$ cat src/rtl/core/indexed_binary_heap_queue_defines.svh
// assertion helpers, sampled on clk and disabled during rst
`ifndef INDEXED_BINARY_HEAP_QUEUE_DEFINES_SVH
`define INDEXED_BINARY_HEAP_QUEUE_DEFINES_SVH
`ifndef SYNTHESIS
`define IBHQ_ASSERT(lbl, expr, msg) \
  lbl: assert property (@(posedge clk) disable iff (rst) (expr)) else $error(msg);
`define IBHQ_ASSERT_IMPL(lbl, ante, cons, msg) \
  lbl: assert property (@(posedge clk) disable iff (rst) (ante) |-> (cons)) else $error(msg);
`else
`define IBHQ_ASSERT(lbl, expr, msg)
`define IBHQ_ASSERT_IMPL(lbl, ante, cons, msg)
`endif
`endif

$ cat src/rtl/core/ibhq_pkg.sv
`default_nettype none
package ibhq_pkg;
  localparam int TAG_W = 6;
  localparam int TAG_SPACE = 64;
  localparam int IN_KEY_W = 32;
  localparam int CNT_OUT_W = 7;
  localparam int IN_W = 40;
  localparam int OUT_W = 88;

  typedef enum logic [1:0] {
    REQ_PUSH   = 2'd0,
    REQ_PULL   = 2'd1,
    REQ_ADJUST = 2'd2,
    REQ_NONE   = 2'd3
  } req_t;

  typedef enum logic [1:0] {
    ST_OK    = 2'd0,
    ST_EMPTY = 2'd1,
    ST_FULL  = 2'd2,
    ST_RSVD  = 2'd3
  } status_t;
endpackage
`default_nettype wire

$ cat src/rtl/core/ibhq_tag_map.sv
`default_nettype none
module ibhq_tag_map import ibhq_pkg::*; #(
  parameter int PW = 6
) (
  input  wire logic               clk,
  input  wire logic               wr_en,
  input  wire logic [TAG_W-1:0]   wr_tag,
  input  wire logic [PW-1:0]      wr_pos,
  input  wire logic [TAG_W-1:0]   rd_tag,
  output logic      [PW-1:0]      rd_pos
);
  logic [PW-1:0] mem [TAG_SPACE];

  always_ff @(posedge clk) begin
    if (wr_en) begin
      mem[wr_tag] <= wr_pos;
    end
    rd_pos <= mem[rd_tag];
  end
endmodule
`default_nettype wire

$ cat config.mk
export PLATFORM = sky130hd
export DESIGN_NAME = ibhq_tag_map
export DESIGN_NICKNAME = d
export VERILOG_FILES = /design/src/rtl/core/indexed_binary_heap_queue_defines.svh /design/src/rtl/core/ibhq_pkg.sv /design/src/rtl/core/ibhq_tag_map.sv
export SDC_FILE = /design/constraint.sdc
export NUM_CORES = 1
export LEC_CHECK = 0
export ABC_AREA = 1
export BUFFER_PORTS_ARGS = -buffer_cell sky130_fd_sc_hd__buf_2
export CORE_UTILIZATION = 60
export CTS_CLUSTER_DIAMETER = 60
export DETAILED_ROUTE_END_ITERATION = 12
export PLACE_DENSITY = 0.83
export SETUP_SLACK_MARGIN = 0.3
export SLEW_MARGIN = 40
export SYNTH_ARGS = -nofsm -noshare
export SYNTH_HDL_FRONTEND = slang
export SYNTH_SLANG_ARGS = --single-unit
export TNS_END_PERCENT = 30
$ cat constraint.sdc
create_clock -name clk -period 2.25 [get_ports clk]
set_input_delay 0.3375 -clock clk [delete_from_list [all_inputs] [get_ports clk]]
set_output_delay 0.3375 -clock clk [all_outputs]
set_load 0.005 [all_outputs]
## After elaboration in Yosys (flattened, before gate mapping)

Memory sizes are Yosys's and may differ from the RTL's. A register that Yosys moved wholly into a read port is not among the register bits.
Index checks and enable logic that the tools add are counted.

| cells by class | value |
|---|---|
| muxes and demuxes | 2 |

Operator list:

| kind | number |
|---|---|
| $mux 1 | 2 |

| storage, ports and cells | value |
|---|---|
| bits in writable memories | 384 |
| register bits after elaboration | 0 |
| input port bits | 20 |
| memories kept | 1 |

Memories:

| memory | words | width | rd ports | clocked after Yosys merged registers in | write ports | RTL line | text |
|---|---|---|---|---|---|---|---|
| mem | 64 | 6 | 1 | 1 | 1 | ibhq_tag_map.sv:12 | `logic [PW-1:0] mem [TAG_SPACE];` |

## Depth between registers and ports, before layout

| logic depth | value |
|---|---|
| depth in word-level cells | 2 |
| depth in mapped cells | 11 |
| mapped depth without buffers | 9 |

## Least setup slack after synthesis

OpenSTA, ideal clock, no wires.

| timing | value |
|---|---|
| path kind | input-to-reg |
| start | in wr_en |
| end | mem mem[48][0], enable pin |
| slack | 0.343 ns |
| cell stages on the path | 3 |
| data arrival time | 1.521 ns |
| path through | clkbuf_1 > nand4_1 > nor4_1 |

| between the ends | value |
|---|---|
| cells in the longest elaborated chain, start to end | 2 |

Ends and longest elaborated chain:

| item | RTL line | text |
|---|---|---|
| start, declared | ibhq_tag_map.sv:6 | `input wire logic wr_en,` |
| $mux 1 | ibhq_tag_map.sv:15 | `if (wr_en) begin` |
| $mux 1 (not written as such) | ibhq_tag_map.sv:16 | `mem[wr_tag] <= wr_pos;` |
| end, declared | ibhq_tag_map.sv:12 |  |

Every way passes these cells.

==> results.toml <==
[status]
run_status = "finished clean"

[timing]
finalSetupViolCount = 0
worst_pin_slew_ps = 769
final.setup_skew_ps = 13.6
fmax_ghz = 0.650
final_max_slew_viol_count = 0
slew_headroom_pct = 48.7
finalHoldViolations = 0
final.period_utilization_pct = 68.4
setup-tns-final_ps = 0
rsz0062_at_grt = "false"
finalCriticalPeriod_ps = 1540

[global_routing]
grt_most_used_layer = "met2"
grt_pass1_vias = 10835
global_route.usage.total_pct = 30.5
wire_length_of_the_first_global_routing_pass_mm = 61.1
pin_count_of_the_biggest_net_entering_global_routing = 153
met1_usage_pct = 39.1
routing_usage_on_met3_pct = 6.50
global_route.usage.met2_pct = 49.4
initial_antenna_violation_count = 3
global_route.overflow_total = 0

[logic_synthesis]
largest_area_contributor_in_the_synthesized_netlist = "edfxtp_1"
synth_top_cell_area_share_pct = 72.4
synthesis.nets = 1396
synth.yosys.warnings = 0
ys_ff_latch = 390
yosysSeqAreaShare_pct = 73.1
synthesis.area_per_instance_um2 = 11.6
synth_cell_types = 14
synth.top_cells.by_area = "edfxtp_1 72%, nand2_1 11%, nand3_1 10%"
post_synth_inst_count = 1376
mappedNetlistArea_um2 = 15900

[setup_path]
worst_ep_required_time_ps = 2720
r2r_cells = 8
cp-start-kind = "input pin"
worst-path-max-fanout = 152
path_class = "in2reg"
critPathCaptureType = "flop"
critical_path_arrival_ps = 2010

[worst_hold_path]
hold_class = "in2reg"
whs_path_depth = 3

[clock_tree]
tritoncts = "built"
clock_sink_count = 390
cts_hold_buffers = 0
latest_clock_arrival_within_the_worst_skew_pair_ps = 520
post_cts.resized_instances = 0
cts-root-to-sink-buffers = 3
cts_max_level = 2
cts.reportedPaths.clkPinSlew_ps = 60
cts_buffers = 37
postCtsSetupRepairBufs = 0
clock-root-buffer = "clkbuf_16"

[routing]
dr.first_iter.drc_count = 1767
drtAntennaViolNets = 0
detail_route.wirelength_mm = 40.4
drc_errors_left = 0
viasPerCell = 6.23
routedWlPerCell_um = 22.3
dr_total_vias = 11275
drt_first_pass_iters = 5

[place]
place.port_buffers = 25
placed_area_um2 = 16900
place_hpwl_mm = 23.8
place_congestion = 0.882

[power]
leakage_nw = 6.62
clock_power_share_pct = 39.7
p_sw_mw = 3.30
power_density_nw_per_um2 = 834
int_power_mw = 11.7
power.switching_fraction_pct = 22.0
power.sequential.fraction_pct = 53.7
max-vdd-ir-drop_v = 0.000886
combinationalPowerShare_pct = 6.5

[cells_and_area]
layout_common_cells = "486 x nand2_1, 384 x edfxtp_1, 331 x nand3_1"
area.sequential_um2 = 11700
multi_input_comb_area_um2 = 3800
area_growth_pct = 13.0
fraction_of_the_core_area_covered_by_cells_at_the_end_of_the_flow_pct = 69.1
post_route_cells_drive_above_1_share_pct = 10.9
n_fill_cell = 1653
design.final.nets = 1466
layout.cell_area.non_filler_um2 = 18000
final_common_cell = "nand2_1"

[die]
pin_count = 26
die_h_um = 165
floorplan.initialDensity_pct = 61.1
die_w_um = 165
placement_rows = 59
die_area_um2 = 27200
core-area_um2 = 26100

[job]
drv.max_cap_violation_count = 0
-- cells in the mapped netlist (all sizes together) --
| cell type | n |
|---|---|
| nand2 | 486 |
| inv | 12 |
| edfxtp | 384 |
| nand4 | 9 |
| buf | 69 |
| nand3 | 331 |
| dfxtp | 6 |
| nor2 | 56 |
| nor4 | 8 |
| clkbuf | 15 |
-- power groups by stage --
stage | Combinational [mW] | Clock, mW | Sequential [mW]
final | 0.982 | 5.96 | 8.06
after global routing | 1.06 | 6.26 | 8.06
after CTS | 0.960 | 6.00 | 8.06
after detailed placement | 0.944 | 0 | 8.22
after global placement | 0.917 | 0 | 8.22
after floorplan | 0.535 | 0 | 8.21
-- final timing paths --
kind,from,endpoint,slack (ps)
min reg2reg,mem[30][2]$_DFFE_PP_,rd_pos[2]$_DFF_P_,830
min,rd_tag[5],rd_pos[0]$_DFF_P_,220
max,rd_tag[0],rd_pos[5]$_DFF_P_,710
max reg2reg,mem[35][1]$_DFFE_PP_,rd_pos[1]$_DFF_P_,920
-- sequential cells by signal (all words and copies together), names as in the netlist --
| name | flops |
|---|---|
| mem | 384 |
| rd_pos | 6 |
-- metrics by stage --
stage / instances / setup WS (ps) / power, mW / hold slack [ps]
2_1_floorplan: 1376 / 343 / 8.74 / 436
3_3_place_gp: 1742 / 336 / 9.13 / 731
3_5_place_dp: 1742 / 283 / 9.16 / 719
4_1_cts: 1807 / 819 / 15.0 / 194
5_1_grt: 1809 / 608 / 15.4 / 208
6_report: 1809 / 711 / 15.0 / 220
-- worst max-delay path: stages --
cell and delay [ps]:
buf_4 120, buf_12 420, nand2_1 130, nand3_1 130, nand3_1 110, nand2_1 100
nand2_1 70, nand3_1 150, nand3_1 140, nand2_1 80
-- metal layers --
metal / vias up / share of wire, %
li1: 4977 / -
met1: 5309 / 36
met2: 837 / 48
met3: 150 / 11
met4: 2 / 4.8
met5: - / 0.042
-- cells by family after synthesis --
group / after synthesis / share of synthesized area (%)
flip-flops: 390 / 73.1
buffers and inverters: 96 / 3.02
AND/OR/NAND/NOR: 890 / 23.8
-- cell type report --
type,count,area share (%)
timing repair buffer,115,5.24
clock buffer,50,5.65
inverter,12,0.264
multi-input combinational,890,21.1
tap,335,2.33
antenna,2,0.0278
sequential,390,64.7
clock inverter,15,0.681
Note: power is estimated with default switching activity, not from simulation.
